### config.mk
export PLATFORM = sky130hd
export DESIGN_NAME = frame_slot_ring_manager_core
export DESIGN_NICKNAME = d
export VERILOG_FILES = /design/src/hw/rtl/fsrm_pkg.sv /design/src/hw/rtl/fsrm_ctrl.sv /design/src/hw/rtl/fsrm_div.sv /design/src/hw/rtl/fsrm_dp.sv /design/src/hw/rtl/frame_slot_ring_manager_core.sv
export SDC_FILE = /design/constraint.sdc
export NUM_CORES = 2
export LEC_CHECK = 0
export BUFFER_PORTS_ARGS = -buffer_cell sky130_fd_sc_hd__buf_2
export CAP_MARGIN = 15
export CORE_ASPECT_RATIO = 1.25
export CORE_UTILIZATION = 40
export CTS_CLUSTER_DIAMETER = 30
export DETAILED_ROUTE_END_ITERATION = 16
export GPL_TIMING_DRIVEN = 0
export PLACE_DENSITY = 0.65
export SETUP_SLACK_MARGIN = 0.05
export SLEW_MARGIN = 20
export SYNTH_ARGS = -nofsm -noshare
export SYNTH_HDL_FRONTEND = slang
export SYNTH_HIERARCHICAL = 1
export SYNTH_SLANG_ARGS = --single-unit
### constraint.sdc
create_clock -name clk -period 9.5 [get_ports clk]
set_input_delay 1.9 -clock clk [delete_from_list [all_inputs] [get_ports clk]]
set_output_delay 1.9 -clock clk [all_outputs]
set_load 0.005 [all_outputs]
### src/hw/rtl/fsrm_pkg.sv
// Package with shared types and constants of the frame slot ring manager.
package fsrm_pkg;

  localparam int SLOTS_DEF = 8;
  localparam int SLOT_W = 3;
  localparam int OCC_W = 4;

  typedef enum logic [1:0] {
    ST_EMPTY = 2'd0,
    ST_WRITE = 2'd1,
    ST_READY = 2'd2,
    ST_PROC  = 2'd3
  } slot_st_t;

  typedef enum logic [2:0] {
    ACT_GET_WRITE = 3'd0,
    ACT_COMMIT    = 3'd1,
    ACT_GET_READ  = 3'd2,
    ACT_RELEASE   = 3'd3,
    ACT_RECORD    = 3'd4,
    ACT_STATUS    = 3'd5
  } action_t;

  typedef enum logic [1:0] {
    CFG_INTERVAL  = 2'd0,
    CFG_MIN_FRAME = 2'd1,
    CFG_DROP_LIM  = 2'd2
  } cfg_idx_t;

  typedef enum logic [2:0] {
    FSM_IDLE,
    FSM_EXEC,
    FSM_START,
    FSM_DIV_AVG,
    FSM_DIV_RATE,
    FSM_FLAG,
    FSM_OUT
  } fsm_st_t;

  // Controller to datapath commands.
  typedef struct packed {
    logic capture;
    logic exec;
    logic avg_start;
    logic rate_start;
    logic div_step;
    logic flag;
  } ctl_cmd_t;

  // Datapath to controller status.
  typedef struct packed {
    logic div_done;
  } ctl_sts_t;

  localparam logic [31:0] PERMILLE = 32'd1000;

endpackage

### src/hw/rtl/fsrm_ctrl.sv
// Controller state machine sequencing one item through update, divider load, two divisions, flag and output.
module fsrm_ctrl (
  input  logic                clk,
  input  logic                rst_n,
  input  logic                in_valid,
  output logic                in_stall,
  output logic                out_valid,
  input  logic                out_stall,
  input  fsrm_pkg::ctl_sts_t  sts,
  output fsrm_pkg::ctl_cmd_t  cmd
);

  fsrm_pkg::fsm_st_t state_r, state_nxt;

  always_ff @(posedge clk) begin
    if (!rst_n) begin
      state_r <= fsrm_pkg::FSM_IDLE;
    end else begin
      state_r <= state_nxt;
    end
  end

  always_comb begin
    state_nxt = state_r;
    unique case (state_r)
      fsrm_pkg::FSM_IDLE: begin
        if (in_valid) state_nxt = fsrm_pkg::FSM_EXEC;
      end
      fsrm_pkg::FSM_EXEC: state_nxt = fsrm_pkg::FSM_START;
      fsrm_pkg::FSM_START: state_nxt = fsrm_pkg::FSM_DIV_AVG;
      fsrm_pkg::FSM_DIV_AVG: begin
        if (sts.div_done) state_nxt = fsrm_pkg::FSM_DIV_RATE;
      end
      fsrm_pkg::FSM_DIV_RATE: begin
        if (sts.div_done) state_nxt = fsrm_pkg::FSM_FLAG;
      end
      fsrm_pkg::FSM_FLAG: state_nxt = fsrm_pkg::FSM_OUT;
      fsrm_pkg::FSM_OUT: begin
        if (!out_stall) state_nxt = fsrm_pkg::FSM_IDLE;
      end
      default: state_nxt = fsrm_pkg::FSM_IDLE;
    endcase
  end

  always_comb begin
    cmd = '0;
    in_stall = 1'b1;
    out_valid = 1'b0;
    unique case (state_r)
      fsrm_pkg::FSM_IDLE: begin
        in_stall = 1'b0;
        cmd.capture = in_valid;
      end
      fsrm_pkg::FSM_EXEC: cmd.exec = 1'b1;
      fsrm_pkg::FSM_START: cmd.avg_start = 1'b1;
      fsrm_pkg::FSM_DIV_AVG: begin
        cmd.div_step = !sts.div_done;
        cmd.rate_start = sts.div_done;
      end
      fsrm_pkg::FSM_DIV_RATE: cmd.div_step = !sts.div_done;
      fsrm_pkg::FSM_FLAG: cmd.flag = 1'b1;
      fsrm_pkg::FSM_OUT: out_valid = 1'b1;
      default: ;
    endcase
  end

  a_no_accept_busy: assert property (@(posedge clk) disable iff (!rst_n)
    (state_r != fsrm_pkg::FSM_IDLE) |-> in_stall)
    else $error("input taken while busy");
  a_out_after_flag: assert property (@(posedge clk) disable iff (!rst_n)
    $rose(out_valid) |-> $past(state_r) == fsrm_pkg::FSM_FLAG)
    else $error("result shown without flag step");
  a_start_excl: assert property (@(posedge clk) disable iff (!rst_n)
    !(cmd.avg_start && cmd.rate_start))
    else $error("two divisions started at once");

endmodule

### src/hw/rtl/fsrm_div.sv
// Restoring radix-2 divider, 64-bit dividend by 32-bit divisor, one bit a cycle while step is high.
module fsrm_div (
  input  logic        clk,
  input  logic        rst_n,
  input  logic        start,
  input  logic        step,
  input  logic [63:0] dividend,
  input  logic [31:0] divisor,
  output logic        done,
  output logic [63:0] quotient
);

  logic [63:0] quo_r, quo_nxt;
  logic [32:0] rem_r, rem_nxt;
  logic [31:0] dvs_r;
  logic [6:0]  cnt_r, cnt_nxt;
  logic [32:0] trial;
  logic [32:0] shifted;

  assign done = (cnt_r == 7'd0);
  assign quotient = quo_r;

  always_comb begin
    shifted = {rem_r[31:0], quo_r[63]};
    trial = shifted - {1'b0, dvs_r};
    quo_nxt = quo_r;
    rem_nxt = rem_r;
    cnt_nxt = cnt_r;
    if (start) begin
      quo_nxt = dividend;
      rem_nxt = '0;
      cnt_nxt = 7'd64;
    end else if (step && !done) begin
      if (!trial[32]) begin
        rem_nxt = trial;
        quo_nxt = {quo_r[62:0], 1'b1};
      end else begin
        rem_nxt = shifted;
        quo_nxt = {quo_r[62:0], 1'b0};
      end
      cnt_nxt = cnt_r - 7'd1;
    end
  end

  always_ff @(posedge clk) begin
    if (!rst_n) begin
      cnt_r <= '0;
    end else begin
      cnt_r <= cnt_nxt;
    end
  end

  always_ff @(posedge clk) begin
    quo_r <= quo_nxt;
    rem_r <= rem_nxt;
    if (start) dvs_r <= divisor;
  end

  a_rem_bound: assert property (@(posedge clk) disable iff (!rst_n)
    (cnt_r != 7'd0 && dvs_r != 32'd0) |-> rem_r < {1'b0, dvs_r})
    else $error("remainder escaped divisor bound");

endmodule

### src/hw/rtl/fsrm_dp.sv
// Datapath holding the slot ring, totals, configuration and the result register.
module fsrm_dp #(
  parameter int SLOTS = fsrm_pkg::SLOTS_DEF
) (
  input  logic               clk,
  input  logic               rst_n,
  input  fsrm_pkg::ctl_cmd_t cmd,
  output fsrm_pkg::ctl_sts_t sts,
  input  logic               cfg_valid,
  input  logic [1:0]         cfg_index,
  input  logic [15:0]        cfg_data,
  input  logic [2:0]         in_action,
  input  logic [31:0]        in_stamp_ms,
  input  logic [31:0]        in_proc_time_ms,
  output logic               out_granted,
  output logic [2:0]         out_slot,
  output logic [7:0]         out_slot_frame_no,
  output logic [31:0]        out_slot_stamp_ms,
  output logic [3:0]         out_occupied,
  output logic               out_dropped_now,
  output logic [31:0]        out_avg_time_ms,
  output logic [9:0]         out_drop_permille,
  output logic               out_degraded
);

  localparam int PW = (SLOTS > 1) ? $clog2(SLOTS) : 1;
  localparam int CW = $clog2(SLOTS + 1);
  localparam logic [PW-1:0] LAST = PW'(SLOTS - 1);
  localparam logic [CW-1:0] FULL = CW'(SLOTS);
  localparam logic [CW-1:0] NEAR = CW'(SLOTS - 1);

  fsrm_pkg::slot_st_t st_r [SLOTS];
  logic [31:0] stamp_mem [SLOTS];
  logic [7:0]  frame_mem [SLOTS];

  logic [PW-1:0] wp_r, rp_r;
  logic [CW-1:0] occ_r;
  logic [31:0]   ftot_r, fdrop_r, tmax_r;
  logic [63:0]   tsum_r;
  logic [15:0]   intv_r, minf_r;
  logic [9:0]    dlim_r;

  logic [2:0]  act_r;
  logic [31:0] stamp_in_r, ptime_r;

  logic          g_r, drop_r;
  logic [PW-1:0] slot_r;
  logic [7:0]    fno_r;
  logic [31:0]   fst_r, avg_r;
  logic [9:0]    rate_r;
  logic          deg_r;

  logic        div_start;
  logic [63:0] div_dvd, div_q;
  logic        div_done;
  logic [41:0] drop_x1000;
  logic [31:0] thr_r;
  logic [33:0] thr_prod;

  function automatic logic [PW-1:0] nxt_ptr(input logic [PW-1:0] p);
    nxt_ptr = (p == LAST) ? '0 : p + PW'(1);
  endfunction

  assign sts.div_done = div_done;
  assign drop_x1000 = {10'd0, fdrop_r} * 42'd1000;
  assign div_start = cmd.avg_start || cmd.rate_start;
  assign div_dvd = cmd.avg_start ? tsum_r : {22'd0, drop_x1000};

  // The interval times 8/10 is 4x/5, taken as a reciprocal multiply that is exact
  // for every 16-bit interval.
  assign thr_prod = {16'd0, intv_r, 2'b00} * 34'd52429;

  fsrm_div u_div (
    .clk      (clk),
    .rst_n    (rst_n),
    .start    (div_start),
    .step     (cmd.div_step),
    .dividend (div_dvd),
    .divisor  (ftot_r),
    .done     (div_done),
    .quotient (div_q)
  );

  always_ff @(posedge clk) begin
    if (!rst_n) begin
      intv_r <= 16'd33;
      minf_r <= 16'd100;
      dlim_r <= 10'd50;
    end else if (cfg_valid) begin
      unique case (cfg_index)
        fsrm_pkg::CFG_INTERVAL:  intv_r <= cfg_data;
        fsrm_pkg::CFG_MIN_FRAME: minf_r <= cfg_data;
        fsrm_pkg::CFG_DROP_LIM:  dlim_r <= cfg_data[9:0];
        default: ;
      endcase
    end
  end

  always_ff @(posedge clk) begin
    if (cmd.capture) begin
      act_r <= in_action;
      stamp_in_r <= in_stamp_ms;
      ptime_r <= in_proc_time_ms;
    end
    thr_r <= {16'd0, thr_prod[33:18]};
  end

  always_ff @(posedge clk) begin
    if (!rst_n) begin
      for (int i = 0; i < SLOTS; i++) begin
        st_r[i] <= fsrm_pkg::ST_EMPTY;
        stamp_mem[i] <= '0;
        frame_mem[i] <= '0;
      end
      wp_r <= '0;
      rp_r <= '0;
      occ_r <= '0;
      ftot_r <= '0;
      fdrop_r <= '0;
      tmax_r <= '0;
      tsum_r <= '0;
    end else if (cmd.exec) begin
      case (act_r)
        fsrm_pkg::ACT_GET_WRITE: begin
          if (st_r[wp_r] == fsrm_pkg::ST_EMPTY) begin
            st_r[wp_r] <= fsrm_pkg::ST_WRITE;
          end else if (occ_r >= NEAR && st_r[rp_r] == fsrm_pkg::ST_READY) begin
            rp_r <= nxt_ptr(rp_r);
            if (occ_r != '0) occ_r <= occ_r - CW'(1);
            fdrop_r <= fdrop_r + 32'd1;
            st_r[rp_r] <= (rp_r == wp_r) ? fsrm_pkg::ST_WRITE : fsrm_pkg::ST_EMPTY;
          end
        end
        fsrm_pkg::ACT_COMMIT: begin
          if (st_r[wp_r] == fsrm_pkg::ST_WRITE) begin
            stamp_mem[wp_r] <= stamp_in_r;
            frame_mem[wp_r] <= ftot_r[7:0];
            st_r[wp_r] <= fsrm_pkg::ST_READY;
            if (occ_r < FULL) occ_r <= occ_r + CW'(1);
            ftot_r <= ftot_r + 32'd1;
            wp_r <= nxt_ptr(wp_r);
          end
        end
        fsrm_pkg::ACT_GET_READ: begin
          if (occ_r != '0 && st_r[rp_r] == fsrm_pkg::ST_READY) begin
            st_r[rp_r] <= fsrm_pkg::ST_PROC;
          end
        end
        fsrm_pkg::ACT_RELEASE: begin
          if (st_r[rp_r] == fsrm_pkg::ST_PROC) begin
            st_r[rp_r] <= fsrm_pkg::ST_EMPTY;
            rp_r <= nxt_ptr(rp_r);
            if (occ_r != '0) occ_r <= occ_r - CW'(1);
          end
        end
        fsrm_pkg::ACT_RECORD: begin
          tsum_r <= tsum_r + {32'd0, ptime_r};
          if (ptime_r > tmax_r) tmax_r <= ptime_r;
        end
        default: ;
      endcase
    end
  end

  // Per-item result fields: grant, slot and drop from the state before the update, average and rate from the divider.
  always_ff @(posedge clk) begin
    if (cmd.exec) begin
      g_r <= 1'b0;
      drop_r <= 1'b0;
      slot_r <= '0;
      fno_r <= '0;
      fst_r <= '0;
      case (act_r)
        fsrm_pkg::ACT_GET_WRITE: begin
          if (st_r[wp_r] == fsrm_pkg::ST_EMPTY) begin
            g_r <= 1'b1;
            slot_r <= wp_r;
          end else if (occ_r >= NEAR && st_r[rp_r] == fsrm_pkg::ST_READY) begin
            drop_r <= 1'b1;
            if (rp_r == wp_r) begin
              g_r <= 1'b1;
              slot_r <= wp_r;
            end
          end
        end
        fsrm_pkg::ACT_COMMIT: begin
          if (st_r[wp_r] == fsrm_pkg::ST_WRITE) begin
            g_r <= 1'b1;
            slot_r <= wp_r;
          end
        end
        fsrm_pkg::ACT_GET_READ: begin
          if (occ_r != '0 && st_r[rp_r] == fsrm_pkg::ST_READY) begin
            g_r <= 1'b1;
            slot_r <= rp_r;
            fno_r <= frame_mem[rp_r];
            fst_r <= stamp_mem[rp_r];
          end
        end
        fsrm_pkg::ACT_RELEASE: begin
          if (st_r[rp_r] == fsrm_pkg::ST_PROC) begin
            g_r <= 1'b1;
            slot_r <= rp_r;
          end
        end
        default: ;
      endcase
    end
    if (cmd.rate_start) begin
      avg_r <= (ftot_r == '0) ? '0 :
               (div_q[63:32] != '0) ? 32'hFFFF_FFFF : div_q[31:0];
    end
    if (cmd.flag) begin
      rate_r <= (ftot_r == '0) ? '0 :
                (div_q > 64'd1000) ? 10'd1000 : div_q[9:0];
    end
  end

  logic [9:0] rate_c;
  assign rate_c = (ftot_r == '0) ? '0 : (div_q > 64'd1000) ? 10'd1000 : div_q[9:0];

  always_ff @(posedge clk) begin
    if (cmd.flag) begin
      deg_r <= (ftot_r >= {16'd0, minf_r}) &&
               (avg_r > thr_r || tmax_r > {16'd0, intv_r} || rate_c > dlim_r);
    end
  end

  assign out_granted = g_r;
  assign out_slot = 3'(slot_r);
  assign out_slot_frame_no = fno_r;
  assign out_slot_stamp_ms = fst_r;
  assign out_occupied = 4'(occ_r);
  assign out_dropped_now = drop_r;
  assign out_avg_time_ms = avg_r;
  assign out_drop_permille = rate_r;
  assign out_degraded = deg_r;

  a_occ_bound: assert property (@(posedge clk) disable iff (!rst_n)
    occ_r <= FULL)
    else $error("occupied count above ring size");
  a_commit_count: assert property (@(posedge clk) disable iff (!rst_n)
    (cmd.exec && act_r == fsrm_pkg::ACT_COMMIT && st_r[wp_r] == fsrm_pkg::ST_WRITE)
    |=> ftot_r == $past(ftot_r) + 32'd1)
    else $error("commit did not count a frame");

endmodule

### src/hw/rtl/frame_slot_ring_manager_core.sv
// Frame slot ring manager: controller, datapath and the port boundary.
// The result is offered after an update step, a divider load step, two serial
// divisions on one shared divider (a shift-subtract step per quotient bit and a
// hand-off step each) and a flag step. One item is in flight at a time; the next
// is taken in the cycle after the result leaves, and a stalled output holds it back.
// Synchronous active-low reset empties every slot, clears pointers and totals and
// loads the register defaults.
module frame_slot_ring_manager_core #(
  parameter int SLOTS = fsrm_pkg::SLOTS_DEF
) (
  input  logic        clk,
  input  logic        rst_n,
  input  logic        cfg_valid,
  output logic        cfg_ready,
  input  logic [1:0]  cfg_index,
  input  logic [15:0] cfg_data,
  input  logic        in_valid,
  output logic        in_stall,
  input  logic [2:0]  in_action,
  input  logic [31:0] in_stamp_ms,
  input  logic [31:0] in_proc_time_ms,
  output logic        out_valid,
  input  logic        out_stall,
  output logic        out_granted,
  output logic [2:0]  out_slot,
  output logic [7:0]  out_slot_frame_no,
  output logic [31:0] out_slot_stamp_ms,
  output logic [3:0]  out_occupied,
  output logic        out_dropped_now,
  output logic [31:0] out_avg_time_ms,
  output logic [9:0]  out_drop_permille,
  output logic        out_degraded
);

  fsrm_pkg::ctl_cmd_t cmd;
  fsrm_pkg::ctl_sts_t sts;

  assign cfg_ready = 1'b1;

  fsrm_ctrl u_ctrl (
    .clk       (clk),
    .rst_n     (rst_n),
    .in_valid  (in_valid),
    .in_stall  (in_stall),
    .out_valid (out_valid),
    .out_stall (out_stall),
    .sts       (sts),
    .cmd       (cmd)
  );

  fsrm_dp #(.SLOTS(SLOTS)) u_dp (
    .clk               (clk),
    .rst_n             (rst_n),
    .cmd               (cmd),
    .sts               (sts),
    .cfg_valid         (cfg_valid),
    .cfg_index         (cfg_index),
    .cfg_data          (cfg_data),
    .in_action         (in_action),
    .in_stamp_ms       (in_stamp_ms),
    .in_proc_time_ms   (in_proc_time_ms),
    .out_granted       (out_granted),
    .out_slot          (out_slot),
    .out_slot_frame_no (out_slot_frame_no),
    .out_slot_stamp_ms (out_slot_stamp_ms),
    .out_occupied      (out_occupied),
    .out_dropped_now   (out_dropped_now),
    .out_avg_time_ms   (out_avg_time_ms),
    .out_drop_permille (out_drop_permille),
    .out_degraded      (out_degraded)
  );

endmodule

==> results.yml <==
pwr:
  leakagePower_nw: 24.9
  total_power_mw: 11.8
  power.density_nw_per_um2: 190
  ir_worst_vdd_v: 0.000220
placed_design:
  postPlaceCellArea_um2: 55800
  portBuffers: 183
  gp_congestion: 0.918
  dp_cells: 6656
  dp_hpwl_mm: 108
clock_tree:
  clock_path_buffers: 3
  clk_latency_ns: 0.81
  cts_tree: "built"
  cts-hold-fix-buffers: 0
  cts_setup_buffers: 0
  cts_resized: 0
  htreeDepth: 4
  cts.clk_slew.worst_paths_ns: 0.06
  cts_sinks: 863
  cts-root-buf: "clkbuf_16"
  numCtsBuffers: 164
sta:
  period_minus_slack_ns: 6.29
  period_share_pct: 66.2
  fmax_mhz: 159
  rsz0062_at_grt: "no"
  finalMaxSlewViolations: 0
  worstMarginPinSlew_ns: 1.18
  finClkSkew_ns: 0.0909
  hold_violations: 0
  setup_viol: 0
  slew_headroom_pct: 21.3
logic_synthesis:
  synth_area_leaders: "edfxtp_1 (34%), dfxtp_1 (11%), ha_1 (9.2%)"
  synth-xor-area-share_pct: 3.09
  synthFlopType: "edfxtp_1"
  synthAdderAreaFrac_pct: 16.9
  synth_cell_type_count: 105
  syn_area_um2: 51900
  yosys_warnings: 6
  postSynthAreaPerCell_um2: 11.0
  netlist.area_leader.share_pct: 33.9
  synth-seq-cells: 863
  synthSimpleGateAreaFrac_pct: 14.2
  synth_top_cell_by_area: "edfxtp_1"
  synth-compound-area-share_pct: 9.33
  async_flop_share_pct: 0
  syn_nets: 5402
  syn_inst: 4732
  muxShareOfSynthArea_pct: 6.85
  synth_edf_count: 587
  seq_area_frac_synth_pct: 44.6
  synth_top_family_by_area: "adder cells"
grt:
  track_usage_pct: 21.7
  grt_pass1_wl_mm: 218
  first_global_vias: 37300
  grt_max_degree: 58
  antenna_found_initial: 10
  grt_overflow_total: 0
drt:
  detail-route-antenna-nets: 0
  drtIter0Drc: 2406
  drt-pass1-iter-count: 5
  wirelength_mm: 143
  dr_total_vias: 36900
  drc: 0
  vias_per_cell: 5.30
  wl_per_cell_um: 20.6
cells_and_area:
  layout_common_cells: "edfxtp_1 (587), inv_1 (482), nand2_1 (394)"
  layout_commonest_cell: "edfxtp_1"
  regArea_um2: 23200
  fin_area_um2: 61800
  multi_input_comb_area_um2: 26300
  area_delta_synth_final_pct: 19.0
  fill_cells: 11600
  layout-drive-gt1-share_pct: 14.2
  final_cells: 6965
  fin_nets: 5779
hold_path:
  hold_class: "reg -> reg"
floorplan:
  start_util_pct: 40.4
  rows: 147
  coreArea_um2: 129000
  pin_count: 185
  dieHeight_um: 405
  die_w_um: 324
  die_area_um2: 131000
worst_setup_path:
  critPathLaunchType: "flop"
  cp_data_arrival_time_ns: 7.00
  crit_fanout: 7
  r2r_slack_ns: 3.21
  crit_path_end_kind: "flop"
  path_class: "reg -> reg"
  crit_required_ns: 10.21
outcome:
  outcome: "finished clean"
flow_run:
  maxCapViolCount: 0
[state kept, by name, summed over array words and instances (netlist names), 16 cells and up, named ones only]
name	cells
u_dp/st_r	16
u_dp/u_div/quotient	64
u_dp/fdrop_r	32
u_dp/frame_mem	64
u_dp/minf_r	16
u_dp/tsum_r	64
u_dp/intv_r	16
u_dp/u_div/rem_r	32
u_dp/stamp_in_r	32
u_dp/out_slot_stamp_ms	32
u_dp/ptime_r	32
u_dp/u_div/dvs_r	32
u_dp/thr_r	16
u_dp/ftot_r	32
u_dp/tmax_r	32
u_dp/stamp_mem	256
u_dp/out_avg_time_ms	32
[path summary, 6_finish.rpt]
kind,from,end,cells after the start
setup / recovery,u_dp/intv_r[7],u_dp/thr_r[15],20
hold / removal,u_dp/dlim_r[6],u_dp/dlim_r[6],2
setup reg to reg,u_dp/intv_r[7],u_dp/thr_r[15],20
hold reg to reg,u_dp/dlim_r[6],u_dp/dlim_r[6],2
[cells by family after synthesis]
group | after synthesis
XOR/XNOR | 180
other | 1
adder cells (fa/ha/maj) | 580
multiplexers | 236
buffers and inverters | 689
AO/OA/AOI/OAI | 740
flip-flops | 863
AND/OR/NAND/NOR | 1443
[metal layers]
layer / up-vias / wire length, µm / GRT usage, %
met3: 263 / 8770 / 4.06
met5: - / 94 / 0
met1: 18200 / 57600 / 26.1
met2: 1105 / 72000 / 38.2
li1: 17400 / - / -
met4: 14 / 4600 / 8.21
[per-stage QoR]
step | utilization (%) | worst slack [ns] | TNS, ns | hold slack, ns
floorplan | - | 1.11 | 0 | 0.436
global placement | 42.8 | -5.52 | -1781.79 | 0.446
detailed placement | 43.4 | 3.15 | 0 | 0.453
CTS | 48.1 | 3.14 | 0 | 0.457
global route | 48.1 | 2.81 | 0 | 0.478
finish | 48.1 | 3.21 | 0 | 0.461
[where the power goes]
part | total (mW) | switching, mW | leakage [nW] | internal [mW]
Sequential | 4.37 | 0.135 | 8.06 | 4.23
Clock | 6.17 | 2.16 | 2.88 | 4.01
Combinational | 1.24 | 0.750 | 14.0 | 0.487
Total | 11.8 | 3.04 | 24.9 | 8.73
[critical path, stage by stage, from the launching register on]
cell	delay, ns
dfxtp_1	0.59
ha_1	0.24
inv_1	0.10
fa_1	0.54
inv_1	0.05
fa_1	0.52
fa_1	0.53
fa_1	0.55
inv_1	0.06
fa_1	0.55
inv_1	0.05
ha_1	0.34
a21oi_1	0.16
o21ai_0	0.12
nor2_1	0.13
nand3_1	0.26
a221oi_1	0.56
a21oi_1	0.22
a211o_1	0.32
a21oi_1	0.19
xnor2_1	0.13
[cell usage after synthesis, types with 24 or more instances]
cell type,instances
xnor2_1,91
mux2_2,68
nor4_1,36
clkbuf_1,161
or3_1,38
nor2b_1,31
a21oi_1,227
inv_1,483
nand2_1,394
edfxtp_1,587
xor2_1,87
nand4_1,47
dfxtp_1,276
mux2i_1,80
o21ai_0,142
a21o_1,84
and2_1,354
and3_1,29
fa_1,200
o21a_1,71
o211ai_1,28
nor3_1,42
mux4_2,85
nand2b_1,33
a211oi_1,24
nor2_1,272
nand3_1,93
ha_1,380
[layout make-up]
type | count | area share, %
Timing Repair Buffer | 211 | 2.53
Multi-Input combinational cell | 3180 | 42.5
Inverter | 487 | 2.96
Clock buffer | 190 | 6.99
Buffer | 202 | 1.34
Tap cell | 1713 | 3.47
Sequential cell | 863 | 37.4
Antenna cell | 2 | 0.00810
Clock inverter | 117 | 2.78
No activity file was read; power rests on OpenSTA's default activity.
